--- config.mk ---
export PLATFORM = sky130hd
export DESIGN_NAME = keypad_joystick_emulator
export DESIGN_NICKNAME = d
export VERILOG_FILES = /design/src/hw/rtl/kje_pkg.sv /design/src/hw/rtl/kje_core.sv /design/src/hw/rtl/keypad_joystick_emulator.sv
export VERILOG_INCLUDE_DIRS = /design/src /design/src/hw/rtl
export SDC_FILE = /design/constraint.sdc
export NUM_CORES = 1
export LEC_CHECK = 0
export ABC_AREA = 1
export BUFFER_PORTS_ARGS = -buffer_cell sky130_fd_sc_hd__buf_4
export CORE_ASPECT_RATIO = 1.2
export CORE_MARGIN = 5
export CORE_UTILIZATION = 35
export CTS_BUF_LIST = sky130_fd_sc_hd__clkbuf_2
export CTS_CLUSTER_SIZE = 12
export DETAILED_ROUTE_END_ITERATION = 16
export PLACE_DENSITY = 0.47
export SLEW_MARGIN = 20
export SYNTH_ARGS = -nofsm -noshare
export SYNTH_HDL_FRONTEND = slang
export SYNTH_SLANG_ARGS = --single-unit
--- constraint.sdc ---
create_clock -name clock -period 11.4 [get_ports clock]
set_input_delay 0 -clock clock [delete_from_list [all_inputs] [get_ports clock]]
set_output_delay 0 -clock clock [all_outputs]
set_load 0.01 [all_outputs]
--- src/hw/rtl/keypad_joystick_emulator_defines.svh ---
// Assertion macros shared by the keypad joystick emulator RTL.
// Both expect signals named clock and reset in the enclosing module.
`ifndef KEYPAD_JOYSTICK_EMULATOR_DEFINES_SVH
`define KEYPAD_JOYSTICK_EMULATOR_DEFINES_SVH

// Same-cycle implication.
`define KJE_ASSERT_NOW(label, ante, cons) \
   label: assert property (@(posedge clock) disable iff (reset) (ante) |-> (cons)) \
      else $error("kje assertion failed");

// Next-cycle implication.
`define KJE_ASSERT_NEXT(label, ante, cons) \
   label: assert property (@(posedge clock) disable iff (reset) (ante) |=> (cons)) \
      else $error("kje assertion failed");

`endif

--- src/hw/rtl/kje_pkg.sv ---
`default_nettype none
package kje_pkg;

   typedef enum logic [2:0] {
      REQ_KEY    = 3'd0,
      REQ_TICK   = 3'd1,
      REQ_READ8  = 3'd2,
      REQ_READ16 = 3'd3,
      REQ_CAL_TR = 3'd4,
      REQ_CAL_BL = 3'd5
   } req_code_type;

   typedef enum logic [1:0] {
      MODE_SWITCH = 2'd0,
      MODE_ANALOG = 2'd1,
      MODE_DAMP   = 2'd2
   } mode_type;

   typedef enum logic [1:0] {
      STATUS_OK          = 2'd0,
      STATUS_CAL_PENDING = 2'd1,
      STATUS_ANALOGUE    = 2'd2,
      STATUS_BAD_REASON  = 2'd3
   } status_type;

   localparam logic [1:0] MODE_UNUSED = 2'd3;

   localparam logic [6:0] KEY_LEFT   = 7'd72;
   localparam logic [6:0] KEY_RIGHT  = 7'd74;
   localparam logic [6:0] KEY_CENTRE = 7'd73;
   localparam logic [6:0] KEY_UP     = 7'd56;
   localparam logic [6:0] KEY_DOWN   = 7'd91;
   localparam logic [6:0] KEY_FIRE1  = 7'd103;
   localparam logic [6:0] KEY_FIRE2  = 7'd75;

   typedef struct packed {
      logic [2:0] req_type;
      logic [6:0] key_code;
      logic       key_pressed;
      logic [7:0] stick_number;
      logic [7:0] reason;
   } item_type;

   typedef struct packed {
      logic        has_result;
      status_type  status;
      logic [31:0] position_word;
      logic [1:0]  button_bits;
      logic        is_emulated;
   } result_type;

endpackage
`default_nettype wire

--- src/hw/rtl/kje_core.sv ---
`default_nettype none
module kje_core (
   input  wire logic              clock,
   input  wire logic              reset,
   input  wire logic              csr_write_enable,
   input  wire logic [1:0]        csr_write_data,
   input  wire kje_pkg::item_type item,
   input  wire logic              item_go,
   output kje_pkg::result_type    result
);

   localparam logic signed [19:0] DAMP_STEP  = 20'sd15360;
   localparam logic signed [19:0] DAMP_LIMIT = 20'sd130048;
   localparam logic signed [7:0]  SW_PLUS    = 8'sd64;
   localparam logic signed [7:0]  SW_MINUS   = -8'sd64;
   localparam logic signed [7:0]  ANA_EDGE   = 8'sd123;
   localparam logic signed [7:0]  ANA_MAX    = 8'sd127;
   localparam logic signed [7:0]  ANA_STEP   = 8'sd5;
   localparam logic [15:0]        CENTRE16   = 16'h7fff;

   kje_pkg::mode_type mode_ff, mode_in;
   logic signed [7:0]  x_ff, x_in, y_ff, y_in;
   logic        [1:0]  fire_ff, fire_in;
   logic               cal_tr_ff, cal_tr_in, cal_bl_ff, cal_bl_in;
   logic        [3:0]  held_ff, held_in;
   logic signed [19:0] damp_x_ff, damp_x_in, damp_y_ff, damp_y_in;

   function automatic logic signed [19:0] decay(input logic signed [19:0] v);
      return v - (v >>> 4) - (v >>> 5);
   endfunction

   function automatic logic signed [19:0] push_up(input logic signed [19:0] v);
      logic signed [19:0] t;
      t = v + DAMP_STEP;
      if (t < 0) t = t - (t >>> 2);
      if (t > DAMP_LIMIT) t = DAMP_LIMIT;
      return t;
   endfunction

   function automatic logic signed [19:0] push_down(input logic signed [19:0] v);
      logic signed [19:0] t;
      t = v - DAMP_STEP;
      if (t >= 0) t = t - (t >>> 2);
      if (t < -DAMP_LIMIT) t = -DAMP_LIMIT;
      return t;
   endfunction

   function automatic logic signed [7:0] ana_up(input logic signed [7:0] v);
      return (v < ANA_EDGE) ? v + ANA_STEP : ANA_MAX;
   endfunction

   function automatic logic signed [7:0] ana_down(input logic signed [7:0] v);
      return (v > -ANA_EDGE) ? v - ANA_STEP : -ANA_MAX;
   endfunction

   // state update
   always_comb begin
      logic [3:0] dir_bit;
      mode_in   = mode_ff;
      x_in      = x_ff;
      y_in      = y_ff;
      fire_in   = fire_ff;
      cal_tr_in = cal_tr_ff;
      cal_bl_in = cal_bl_ff;
      held_in   = held_ff;
      damp_x_in = damp_x_ff;
      damp_y_in = damp_y_ff;
      dir_bit   = 4'b0000;
      if (csr_write_enable) begin
         if (csr_write_data != kje_pkg::MODE_UNUSED) begin
            mode_in   = kje_pkg::mode_type'(csr_write_data);
            x_in      = '0;
            y_in      = '0;
            cal_tr_in = 1'b0;
            cal_bl_in = 1'b0;
            if (csr_write_data == kje_pkg::MODE_DAMP) begin
               damp_x_in = '0;
               damp_y_in = '0;
            end
         end
      end else if (item_go) begin
         case (item.req_type)
            kje_pkg::REQ_KEY: begin
               if (item.key_code == kje_pkg::KEY_FIRE1) begin
                  fire_in = item.key_pressed ? (fire_ff | 2'b01) : (fire_ff & 2'b10);
               end else if (item.key_code == kje_pkg::KEY_FIRE2) begin
                  fire_in = item.key_pressed ? (fire_ff | 2'b10) : (fire_ff & 2'b01);
               end
               if (mode_ff == kje_pkg::MODE_SWITCH) begin
                  case (item.key_code)
                     kje_pkg::KEY_LEFT: begin
                        if (item.key_pressed) x_in = SW_MINUS;
                        else if (x_ff < 0) x_in = '0;
                     end
                     kje_pkg::KEY_RIGHT: begin
                        if (item.key_pressed) x_in = SW_PLUS;
                        else if (x_ff > 0) x_in = '0;
                     end
                     kje_pkg::KEY_UP: begin
                        if (item.key_pressed) y_in = SW_PLUS;
                        else if (y_ff > 0) y_in = '0;
                     end
                     kje_pkg::KEY_DOWN: begin
                        if (item.key_pressed) y_in = SW_MINUS;
                        else if (y_ff < 0) y_in = '0;
                     end
                     kje_pkg::KEY_CENTRE: begin
                        if (item.key_pressed) begin
                           x_in = '0;
                           y_in = '0;
                        end
                     end
                     default: ;
                  endcase
               end else begin
                  case (item.key_code)
                     kje_pkg::KEY_LEFT:  dir_bit = 4'b0001;
                     kje_pkg::KEY_RIGHT: dir_bit = 4'b0010;
                     kje_pkg::KEY_UP:    dir_bit = 4'b0100;
                     kje_pkg::KEY_DOWN:  dir_bit = 4'b1000;
                     default:            dir_bit = 4'b0000;
                  endcase
                  held_in = item.key_pressed ? (held_ff | dir_bit) : (held_ff & ~dir_bit);
                  if (item.key_code == kje_pkg::KEY_CENTRE && item.key_pressed) begin
                     x_in      = '0;
                     y_in      = '0;
                     damp_x_in = '0;
                     damp_y_in = '0;
                  end
               end
            end
            kje_pkg::REQ_TICK: begin
               if (mode_ff == kje_pkg::MODE_DAMP) begin
                  damp_x_in = decay(damp_x_ff);
                  damp_y_in = decay(damp_y_ff);
                  if (held_ff[0]) damp_x_in = push_down(damp_x_in);
                  if (held_ff[1]) damp_x_in = push_up(damp_x_in);
                  if (held_ff[2]) damp_y_in = push_up(damp_y_in);
                  if (held_ff[3]) damp_y_in = push_down(damp_y_in);
               end else if (mode_ff == kje_pkg::MODE_ANALOG) begin
                  if (held_ff[0]) x_in = ana_down(x_in);
                  if (held_ff[1]) x_in = ana_up(x_in);
                  if (held_ff[2]) y_in = ana_up(y_in);
                  if (held_ff[3]) y_in = ana_down(y_in);
               end
            end
            kje_pkg::REQ_CAL_TR: begin
               if (mode_ff != kje_pkg::MODE_SWITCH) begin
                  if (!cal_bl_ff) cal_tr_in = 1'b1;
                  else cal_bl_in = 1'b0;
               end
            end
            kje_pkg::REQ_CAL_BL: begin
               if (mode_ff != kje_pkg::MODE_SWITCH) begin
                  if (!cal_tr_ff) cal_bl_in = 1'b1;
                  else cal_tr_in = 1'b0;
               end
            end
            default: ;
         endcase
      end
   end

   // result of the current item against the current state
   always_comb begin
      logic [7:0]  xb, yb;
      logic [15:0] x16, y16;
      if (mode_ff == kje_pkg::MODE_DAMP) begin
         xb  = damp_x_ff[17:10];
         yb  = damp_y_ff[17:10];
         x16 = CENTRE16 + damp_x_ff[17:2];
         y16 = CENTRE16 + damp_y_ff[17:2];
      end else begin
         xb  = x_ff;
         yb  = y_ff;
         x16 = CENTRE16 + {x_ff, 8'h00};
         y16 = CENTRE16 + {y_ff, 8'h00};
      end
      result               = '0;
      result.status        = kje_pkg::STATUS_OK;
      case (item.req_type)
         kje_pkg::REQ_READ8, kje_pkg::REQ_READ16: begin
            result.has_result = 1'b1;
            if (cal_tr_ff || cal_bl_ff) begin
               result.status = kje_pkg::STATUS_CAL_PENDING;
            end else if (item.stick_number != 8'd0) begin
               result.status = kje_pkg::STATUS_OK;
            end else if (item.reason > 8'd1) begin
               result.status = kje_pkg::STATUS_BAD_REASON;
            end else if (item.req_type == kje_pkg::REQ_READ8) begin
               result.position_word = {14'd0, fire_ff, xb, yb};
               result.button_bits   = fire_ff;
               result.is_emulated   = 1'b1;
            end else if (mode_ff == kje_pkg::MODE_SWITCH) begin
               result.status = kje_pkg::STATUS_ANALOGUE;
            end else begin
               result.position_word = {x16, y16};
               result.button_bits   = fire_ff;
               result.is_emulated   = 1'b1;
            end
         end
         kje_pkg::REQ_CAL_TR, kje_pkg::REQ_CAL_BL: begin
            result.has_result = 1'b1;
            if (mode_ff == kje_pkg::MODE_SWITCH) result.status = kje_pkg::STATUS_ANALOGUE;
         end
         default: ;
      endcase
   end

   always_ff @(posedge clock) begin
      if (reset) begin
         mode_ff   <= kje_pkg::MODE_SWITCH;
         x_ff      <= '0;
         y_ff      <= '0;
         fire_ff   <= '0;
         cal_tr_ff <= 1'b0;
         cal_bl_ff <= 1'b0;
         held_ff   <= '0;
         damp_x_ff <= '0;
         damp_y_ff <= '0;
      end else begin
         mode_ff   <= mode_in;
         x_ff      <= x_in;
         y_ff      <= y_in;
         fire_ff   <= fire_in;
         cal_tr_ff <= cal_tr_in;
         cal_bl_ff <= cal_bl_in;
         held_ff   <= held_in;
         damp_x_ff <= damp_x_in;
         damp_y_ff <= damp_y_in;
      end
   end

endmodule
`default_nettype wire

--- src/hw/rtl/keypad_joystick_emulator.sv ---
// Keypad joystick emulator, joystick 0 driven from keypad key events.
// Request channel (req_*, valid/ready): key events, ticks, 8-bit and 16-bit
// reads and the two calibration calls. Key events and ticks only update
// state and give no response; reads and calibration calls give exactly one
// response transaction on the rsp_* channel.
// A request is captured in the input register and processed against the
// stick state once the output register can take a result; its response is
// then registered in the output register.
// Throughput: one request per cycle while the receiver takes responses;
// the state update is a single pass through the key/tick logic between the
// input register and the state and response registers.
// If the receiver stalls, the response holds in the output register, one
// request waits in the input register and req_ready drops until the
// response is taken.
// csr_write_enable/csr_write_data set the mode (0 switched, 1 analogue,
// 2 damped; 3 is ignored) and clear the axes and calibration flags; write
// only while no request is in flight.
// Reset: synchronous, active high; switched mode, axes centered, buttons
// and held keys released, no calibration pending, both channels empty.
`default_nettype none
`include "keypad_joystick_emulator_defines.svh"
module keypad_joystick_emulator (
   input  wire logic        clock,
   input  wire logic        reset,
   input  wire logic        csr_write_enable,
   input  wire logic [1:0]  csr_write_data,
   input  wire logic        req_valid,
   output logic             req_ready,
   input  wire logic [2:0]  req_type,
   input  wire logic [6:0]  req_key_code,
   input  wire logic        req_key_pressed,
   input  wire logic [7:0]  req_stick_number,
   input  wire logic [7:0]  req_reason,
   output logic             rsp_valid,
   input  wire logic        rsp_ready,
   output logic [1:0]       rsp_status,
   output logic [31:0]      rsp_position_word,
   output logic [1:0]       rsp_button_bits,
   output logic             rsp_is_emulated
);

   logic                item_valid_ff, item_valid_in;
   kje_pkg::item_type   item_ff, item_in;
   logic                item_go;
   kje_pkg::result_type result;
   logic                rsp_valid_ff, rsp_valid_in;
   kje_pkg::result_type rsp_ff, rsp_in;

   // an item is waiting and the output register can take a new result this cycle
   assign item_go   = item_valid_ff && (!rsp_valid_ff || rsp_ready);
   assign req_ready = !item_valid_ff || item_go;

   always_comb begin
      item_valid_in = item_valid_ff;
      item_in       = item_ff;
      if (req_ready) begin
         item_valid_in        = req_valid;
         item_in.req_type     = req_type;
         item_in.key_code     = req_key_code;
         item_in.key_pressed  = req_key_pressed;
         item_in.stick_number = req_stick_number;
         item_in.reason       = req_reason;
      end
   end

   always_comb begin
      rsp_valid_in = rsp_valid_ff;
      rsp_in       = rsp_ff;
      if (item_go) begin
         rsp_valid_in = result.has_result;
         rsp_in       = result;
      end else if (rsp_ready) begin
         rsp_valid_in = 1'b0;
      end
   end

   kje_core u_core (
      .clock            (clock),
      .reset            (reset),
      .csr_write_enable (csr_write_enable),
      .csr_write_data   (csr_write_data),
      .item             (item_ff),
      .item_go          (item_go),
      .result           (result)
   );

   always_ff @(posedge clock) begin
      if (reset) begin
         item_valid_ff <= 1'b0;
         rsp_valid_ff  <= 1'b0;
      end else begin
         item_valid_ff <= item_valid_in;
         rsp_valid_ff  <= rsp_valid_in;
      end
   end

   always_ff @(posedge clock) begin
      item_ff <= item_in;
      rsp_ff  <= rsp_in;
   end

   assign rsp_valid         = rsp_valid_ff;
   assign rsp_status        = rsp_ff.status;
   assign rsp_position_word = rsp_ff.position_word;
   assign rsp_button_bits   = rsp_ff.button_bits;
   assign rsp_is_emulated   = rsp_ff.is_emulated;

   `KJE_ASSERT_NOW(a_error_zeroes, rsp_valid_ff && rsp_ff.status != kje_pkg::STATUS_OK, rsp_ff.position_word == 32'd0 && rsp_ff.button_bits == 2'd0 && !rsp_ff.is_emulated)
   `KJE_ASSERT_NOW(a_emulated_ok, rsp_valid_ff && rsp_ff.is_emulated, rsp_ff.status == kje_pkg::STATUS_OK)
   `KJE_ASSERT_NEXT(a_item_kept, item_valid_ff && !item_go, item_valid_ff && $stable(item_ff))
   `KJE_ASSERT_NEXT(a_result_loaded, item_go && result.has_result, rsp_valid_ff)
   `KJE_ASSERT_NOW(a_no_overwrite, rsp_valid_ff && !rsp_ready, !item_go)

endmodule
`default_nettype wire
==> results of run 1 <==
==> where the power goes <==
group	internal [uW]	switching [uW]	total, uW
combinational	48.4	64.9	113
clock	86.3	215	302
sequential	508	10.2	518
==> registers in the layout (all words and copies together), names as in the netlist, named ones only <==
signal,count
u_core.damp_x_ff,20
rsp_valid,1
u_core.x_ff,8
u_core.cal_tr_ff,1
rsp_is_emulated,1
u_core.mode_ff,2
item_ff,26
u_core.fire_ff,2
u_core.cal_bl_ff,1
rsp_button_bits,2
rsp_position_word,32
rsp_status,2
u_core.y_ff,8
u_core.damp_y_ff,20
item_valid_ff,1
==> how the worst max path moves through the flow <==
stage / endpoint / slack, ns / depth (start not counted)
finish: u_core.damp_x_ff[12]$_SDFFE_PP0P_ / 1.20 / 56
global route: u_core.damp_y_ff[2]$_SDFFE_PP0P_ / 0.13 / 63
CTS: u_core.damp_x_ff[12]$_SDFFE_PP0P_ / 1.18 / 56
detailed placement: u_core.damp_y_ff[2]$_SDFFE_PP0P_ / 1.27 / 56
global placement: u_core.damp_y_ff[2]$_SDFFE_PP0P_ / 1.28 / 59
floorplan: u_core.damp_x_ff[11]$_SDFFE_PP0P_ / 2.66 / 57
==> area by class of cell <==
class,instances,area share
Multi-Input combinational cell,2090,0.6300
Sequential cell,131,0.1674
Inverter,421,0.08131
Timing Repair Buffer,154,0.06824
Tap cell,637,0.04101
Clock inverter,14,0.007275
Clock buffer,18,0.004635
Antenna cell,1,0.0001288
==> through the flow <==
step | utilization | setup WS (ns) | std cells | hold WS [ns] | area (um^2)
floorplan | - | 2.655 | 2706 | 0.09887 | 17400
global placement | 0.3763 | 1.281 | 3365 | 0.1803 | 18520
detailed placement | 0.3763 | 1.268 | 3365 | 0.1796 | 18520
CTS | 0.3948 | 1.184 | 3465 | 0.09640 | 19430
global route | 0.3949 | 0.1319 | 3466 | 0.1149 | 19430
finish | 0.3949 | 1.204 | 3466 | 0.1712 | 19430
==> layer usage <==
layer,vias to the layer above,share of wire,track usage
met5,-,0,0
met4,0,0.013,0.03290
met3,29,0.027,0.01759
met2,260,0.52,0.3765
met1,8021,0.44,0.2485
li1,9038,-,-
==> placed cells by master, fill, tap and decap left out, types with 7 or more instances in the layout <==
master / n
inv_6: 7
clkbuf_2: 18
dlygate4sd3_1: 68
dfxtp_1: 68
nor4_1: 11
o21ai_1: 33
nor2_1: 212
nand3_1: 171
inv_1: 404
o21ai_2: 11
o21ai_0: 132
inv_2: 13
nand3_2: 10
o211ai_1: 41
xor2_1: 83
nand2_1: 726
a31oi_1: 9
o21bai_1: 11
nand2_2: 25
nand4_1: 21
o31ai_1: 9
fa_1: 34
buf_4: 86
edfxtp_1: 63
ha_1: 182
nor2_2: 9
xnor2_1: 22
nor3_1: 38
a21oi_1: 218
==> logic make-up (layout without fill, tap and decap cells) <==
kind of cell	after synthesis	after routing
fa+ha+maj	216	216
compound gates	514	514
buf+inv	485	607
other cells	0	1
xor+xnor	110	110
simple gates	1250	1250
flops	131	131
==> synthesized netlist by cell type (4+ instances only) <==
cell	count	share of area
o21ai_1	33	0.0095
nand3_2	10	0.0058
nand4_1	21	0.0076
xnor2_1	22	0.011
o21ai_2	11	0.0055
inv_2	13	0.0028
a21oi_1	218	0.063
or2_2	5	0.0018
buf_2	7	0.0020
clkbuf_1	43	0.0093
o31ai_1	9	0.0039
nand2_4	5	0.0032
a221oi_1	4	0.0020
ha_1	182	0.13
nand2_2	25	0.0090
nor2_1	214	0.046
fa_1	34	0.039
a31oi_1	9	0.0032
a211oi_1	4	0.0017
a22oi_1	5	0.0022
inv_1	404	0.087
nand3b_1	4	0.0017
nand3_1	171	0.049
o2111ai_1	5	0.0025
clkinv_1	4	0.00086
a21o_1	6	0.0026
nor3_1	38	0.011
dfxtp_1	68	0.078
nor2_2	8	0.0029
o21bai_1	11	0.0047
edfxtp_1	63	0.11
nand2_1	726	0.16
nor4_1	11	0.0040
buf_6	9	0.0058
and2_1	5	0.0018
o211ai_1	41	0.018
xor2_1	83	0.042
o21ai_0	132	0.038
==> critical path, delay by kind of cell, from the launching register on <==
kind | cells | cell delay [ns]
AO/OA/AOI/OAI | 24 | 3.89
adder cells (fa/ha/maj) | 7 | 2.48
AND/OR/NAND/NOR | 18 | 1.91
XOR/XNOR | 3 | 0.68
buffers and inverters | 4 | 0.55
flip-flops | 1 | 0.51
==> timing repair <==
item / in CTS / in global routing
hold endpoints to repair: 103 / 0
setup buffers: 0 / 0
hold buffers: 68 / 0
==> key figures, run 1 <==
Setup path
  • CP most frequent cell: nand2_1
  • Kind of end point of the critical path: register
  • CP max FO: 17
  • Worst Path Required: 12.07 ns
  • Reg2reg path depth: 56
  • CP Launch Type: register
  • Worst r2r dst: u_core.damp_x_ff[12]$_SDFFE_PP0P_
  • Crit path DAT: 10.87 ns
  • Critical path's largest stage delay: 0.51 ns
  • Reg-to-reg slack, setup: between 1 and 1.5 ns
  • Critical Path Source: u_core.damp_x_ff[7]$_SDFFE_PP0P_
  • Setup CP Type: reg2reg
  • CP max-delay cell: dfxtp_1
  • R2r startpoint: u_core.damp_x_ff[7]$_SDFFE_PP0P_

Yosys
  • Async SR Flop Fraction: 0
  • Synth warnings: 0
  • EDFF count, synth: 63
  • Total of flip-flops plus latches after synthesis: 131
  • Mean Syn Cell Area: 6.428 um^2
  • Most used DFF post-synth: dfxtp_1
  • Area share of fa/ha/maj cells after synthesis: 0.1700
  • XOR/XNOR Fraction of Synth Area: 0.05754
  • Compound-Gate Fraction of Synth Area: 0.1707
  • Post-synthesis mux area share: 0
  • Seq/Total Area, Yosys: 0.1870
  • Post-synthesis simple-gate area fraction: 0.3050
  • Synthesized area: 17,400 um^2
  • Mapped Cells: 2,706
  • Mapped Nets: 2,956
  • Main combinational cell family by area after synthesis: simple AND/OR/NAND/NOR gates
  • Synth cell types: 64

STA
  • Max Freq: 98.08 MHz
  • Max-slew violations: 0
  • Setup Viol. Count Final: 0
  • Relative slew slack: 0.3219
  • Final Critical Period: 10.20 ns
  • Total Neg Setup Slack: 0 ns
  • RSZ-0062 raised after global routing: no
  • Final Hold Fails: 0
  • Worst Skew: a little under 0.06 ns
  • Slew @ Worst Pin: 0.9916 ns
  • Final period util: 0.8944

CTS
  • Clk buf depth: 2
  • Post-cts resize count: 0
  • # clock sinks: 131
  • CTS Root Cell: clkbuf_2
  • Clock-pin slew on the worst setup and hold paths: 0.27 ns
  • Htree depth: 4
  • CTS Buf Count: 17
  • CTS tree: yes
  • Clock Latency Late Sink: 0.80 ns

Status
  • Status: complete, no violations

Cells and area
  • FF/Latch Area: ~3300 um^2
  • Area delta synth->final: 11.72%
  • Fraction of layout cells with a size suffix above 1: 0.07567
  • Final-layout fill cell count: between 5,000 and 6,000
  • Final nets: around 3,100
  • Area of the multi-input gates: 12,240 um^2

Route
  • Via density: 5.005
  • DRT antenna net count: 0
  • DR DRC count: 0
  • Avg WL per Cell: 15.63 um
  • WL final: 54.18 mm
  • Via count: ~17,000
  • First drt pass iteration count: 5
  • Initial drt markers: between 900 and 1,000

Placed design
  • GPL Wtd Cong: 0.8500
  • PortBufs: between 70 and 80
  • Placed wire-length estimate: between 40 and 50 mm

Die
  • Starting Density: 0.3534
  • Core area: 49,220 um^2
  • # IOs: 73
  • Die Y: 254.2 um
  • Num rows: about 90
  • DIE WIDTH: around 210 um
  • Die area: roughly 54,000 um^2

Min path
  • HP Class: in2reg
  • Hold Path End: u_core.y_ff[7]$_SDFFE_PP0P_
  • Hold path depth: 5
  • Min-delay src: csr_write_enable

Global routing
  • Total GRT Usage: 0.1990
  • First-pass GRT wire length: 88.07 mm
  • Initial antenna violation count: 1
  • Remaining Overflow, GRT: 0
  • Number of global-route vias before repair: about 17,000
  • Largest net degree at the start of global routing: 64

Power
  • Power consumption: 932.7 uW
  • Leakage: roughly 0.0094 uW
  • VDD IR max: 0.04282 mV
  • Pwr Density: 47.99 nW/um^2

Job
  • Max-cap violations: 0
Note: power is estimated with default switching activity, not from simulation.
==> run 2: changes to the inputs <==
--- a/config.mk
+++ b/config.mk
@@ -6,7 +6,6 @@
 export SDC_FILE = /design/constraint.sdc
 export NUM_CORES = 1
 export LEC_CHECK = 0
-export ABC_AREA = 1
 export BUFFER_PORTS_ARGS = -buffer_cell sky130_fd_sc_hd__buf_4
 export CORE_ASPECT_RATIO = 1.2
 export CORE_MARGIN = 5
==> key figures, run 2 <==
Status
  • Status: complete, no violations

STA
  • Final Critical Period: 10.86 ns (+0.6609 ns)
  • Worst Skew: 0.08327 ns (+0.02412 ns)
  • Max-slew violations: 0 (unchanged)
  • Setup Viol. Count Final: 0 (unchanged)
  • Total Neg Setup Slack: 0 ns (unchanged)
  • Final WS setup: 0.5430 ns (-0.6609 ns)
  • Hold Worst Slack: 0.1535 ns (-0.01771 ns)
  • Final Hold Fails: 0 (unchanged)
  • Max Freq: 92.11 MHz (-6.1%)
  • Slew @ Worst Pin: 1.083 ns (+0.09114 ns)
  • Final period util: 0.9524 (+0.05797)
  • Relative slew slack: 0.2726 (-0.04922)

Die
  • DIE WIDTH: 216.7 um (+1.5%)
  • # IOs: 73 (unchanged)
  • Die area: 55,890 um^2 (+3.0%)
  • Num rows: 91 (+2.2%)
  • Die Y: 258.0 um (+1.5%)
  • Core area: 51,120 um^2 (+3.9%)
  • Starting Density: 0.3508 (-0.002583)

Yosys
  • Synth top cells by count: 217 x nor2_1, 209 x nand2_1, 182 x ha_1
  • Most frequent cell after synthesis: nor2_1
  • Most used DFF post-synth: dfxtp_1
  • Mapped Nets: 2,502 (-15%)
  • Async SR Flop Fraction: 0 (unchanged)
  • Synth warnings: 0 (unchanged)
  • Mean Syn Cell Area: 7.964 um^2 (+24%)
  • Area leader, netlist: ha_1
  • Seq/Total Area, Yosys: 0.1814 (-0.005636)
  • EDFF count, synth: 63 (unchanged)
  • Mapped Cells: 2,252 (-17%)
  • Synth cell types: 127 (+98%)
  • Synthesized area: 17,940 um^2 (+3.1%)
  • Post-synth top area share: 0.1270 (-0.02969)
  • Top cells by area, synth: ha_1 13%, edfxtp_1 11%, dfxtp_1 7.6%
  • Total of flip-flops plus latches after synthesis: 131 (unchanged)

Route
  • Avg WL per Cell: 18.57 um (+19%)
  • Initial drt markers: 993 (+4.5%)
  • DR DRC count: 0 (unchanged)
  • Via density: 5.466 (+9.2%)
  • First drt pass iteration count: 5 (unchanged)
  • DRT antenna net count: 0 (unchanged)
  • WL final: 62.02 mm (+14%)
  • Via count: 18,260 (+5.2%)

Setup path
  • CP max FO: 7 (-10)
  • Setup CP Type: reg2reg
  • Worst Path Required: 12.12 ns (+0.05 ns)
  • CP max-delay cell: fa_1
  • Critical path's largest stage delay: 0.59 ns (+0.08 ns)
  • Crit path DAT: 11.57 ns (+0.70 ns)
  • Kind of end point of the critical path: register
  • CP most frequent cell: buf_4
  • CP Launch Type: register

Power
  • VDD IR max: 0.05716 mV (+34%)
  • Sw Share: 0.2943 (-0.01707)
  • Leakage: 0.009908 uW (+5.3%)
  • Clock network power share: 0.354 (+0.031)
  • Comb power frac: 0.090 (-0.032)
  • Switching pwr: 272.4 uW (-6.2%)
  • Seq pwr share: 0.556 (about the same)
  • Design internal power: 653.2 uW (+1.7%)
  • Pwr Density: 40.17 nW/um^2 (-16%)

Placed design
  • Placed wire-length estimate: 49.97 mm (+12%)
  • DP Worst Slack: -0.2565 ns (-1.524 ns)
  • PortBufs: 71 (unchanged)
  • GPL Wtd Cong: 0.8670 (+2.0%)

Job
  • Max-cap violations: 0 (unchanged)

Global routing
  • Met3 Track Usage GR: 0.02005 (+0.002456)
  • Total GRT Usage: 0.2152 (+0.01618)
  • Largest net degree at the start of global routing: 50 (-22%)
  • Met2 GRT Util: 0.4151 (+0.03866)
  • Initial antenna violation count: 2 (+1)
  • GRT busiest layer: met2
  • GR met1 Demand/Resource: 0.2526 (+0.004122)
  • Remaining Overflow, GRT: 0 (unchanged)
  • Number of global-route vias before repair: 18,250 (+7.9%)
  • First-pass GRT wire length: 97.70 mm (+11%)

Cells and area
  • Final nets: 2,922 (-4.7%)
  • Area delta synth->final: 28.48%
  • Max reg flops: 32 (unchanged)
  • Most frequent cells in the layout: 420 x buf_4, 213 x nor2_1, 208 x nand2_1
  • Fraction of layout cells with a size suffix above 1: 0.2428 (+0.1672)
  • Most common cell after layout, fill and taps aside: buf_4
  • Final-layout fill cell count: 5,107 (-5.5%)

CTS
  • CTS Buf Count: 17 (unchanged)
  • Clock-pin slew on the worst setup and hold paths: 0.31 ns (+0.04 ns)
  • # clock sinks: 131 (unchanged)
  • Clk buf depth: 2 (unchanged)
  • Htree depth: 4 (unchanged)
  • Clock Latency Late Sink: 0.88 ns (+0.08 ns)
  • CTS tree: yes
  • CTS Root Cell: clkbuf_2

Min path
  • HP Class: in2reg
==> run 2: per-stage QoR <==
| step | power, uW | utilization | area, um^2 | std cells |
|---|---|---|---|---|
| 4_1_cts | 938.1 | 0.4394 | 22460 | 3321 |
| 3_5_place_dp | 588.5 | 0.4201 | 21480 | 3219 |
| 5_1_grt | 968.9 | 0.4508 | 23040 | 3340 |
| 3_3_place_gp | 587.6 | 0.4201 | 21470 | 3219 |
| 2_1_floorplan | 555.1 | - | 17940 | 2252 |
| 6_report | 925.6 | 0.4508 | 23040 | 3340 |
==> run 2: worst max-delay path: cells and delay by family, from the launching register on <==
kind	cells	cell delay, ns
adders and majority gates	6	2.11
DFF	1	0.41
and+or+nand+nor	13	2.71
xor gates and xnor gates	3	0.51
AOI/OAI and AO/OA	13	3.02
buffers and inverters	14	1.92
==> run 2: area by class of cell <==
class	count	area [um^2]	share of cell area
repair buffers	494	3916	0.1699
multi-input cells	1861	14150	0.6139
flip-flops and latches	131	3259	0.1414
inverters	167	639.4	0.02774
clock inverters	15	172.7	0.007493
well taps	651	814.5	0.03535
clock buffers	17	85.08	0.003692
diodes	4	10.01	0.0004344
==> run 2: final timing paths <==
path	slack, ns	cells past startpoint	startpoint	end
min reg2reg	0.48	2	u_core.damp_x_ff[19]$_SDFFE_PP0P_	u_core.damp_x_ff[19]$_SDFFE_PP0P_
max	0.54	49	u_core.damp_y_ff[7]$_SDFFE_PP0P_	u_core.damp_y_ff[16]$_SDFFE_PP0P_
min	0.15	5	csr_write_enable	u_core.cal_bl_ff$_SDFFE_PP0P_
max reg2reg	0.54	49	u_core.damp_y_ff[7]$_SDFFE_PP0P_	u_core.damp_y_ff[16]$_SDFFE_PP0P_
==> run 2: power groups by stage <==
stage                     sequential, uW  combinational, uW  clock, uW
after floorplan                      523               32.5          0
after detailed placement             524               64.5          0
after global placement               524               63.8          0
after global routing                 516               90.4        362
final                                514               83.6        328
after CTS                            514               82.9        341
==> run 2: kinds of logic after synthesis <==
kind of cell / after synthesis / synth area share
fa+ha+maj: 216 / 0.1649
buf+inv: 260 / 0.05629
mux: 31 / 0.01779
flops: 131 / 0.1814
simple gates: 785 / 0.2198
xor+xnor: 163 / 0.08273
compound gates: 666 / 0.2771
==> run 2: metal layers <==
metal	routed length (um)	up-vias
li1	-	9064
met1	26180	8823
met2	33030	277
met3	1264	93
met4	1552	0
met5	0	-
==> run 2: timing repair <==
item,in CTS,in global routing
cloned,0,0
hold buffers,70,0
setup endpoints to repair,33,38
buffers inserted,0,15
endpoints found under the hold margin,72,0
resized for setup,14,108
pin swaps,1,40
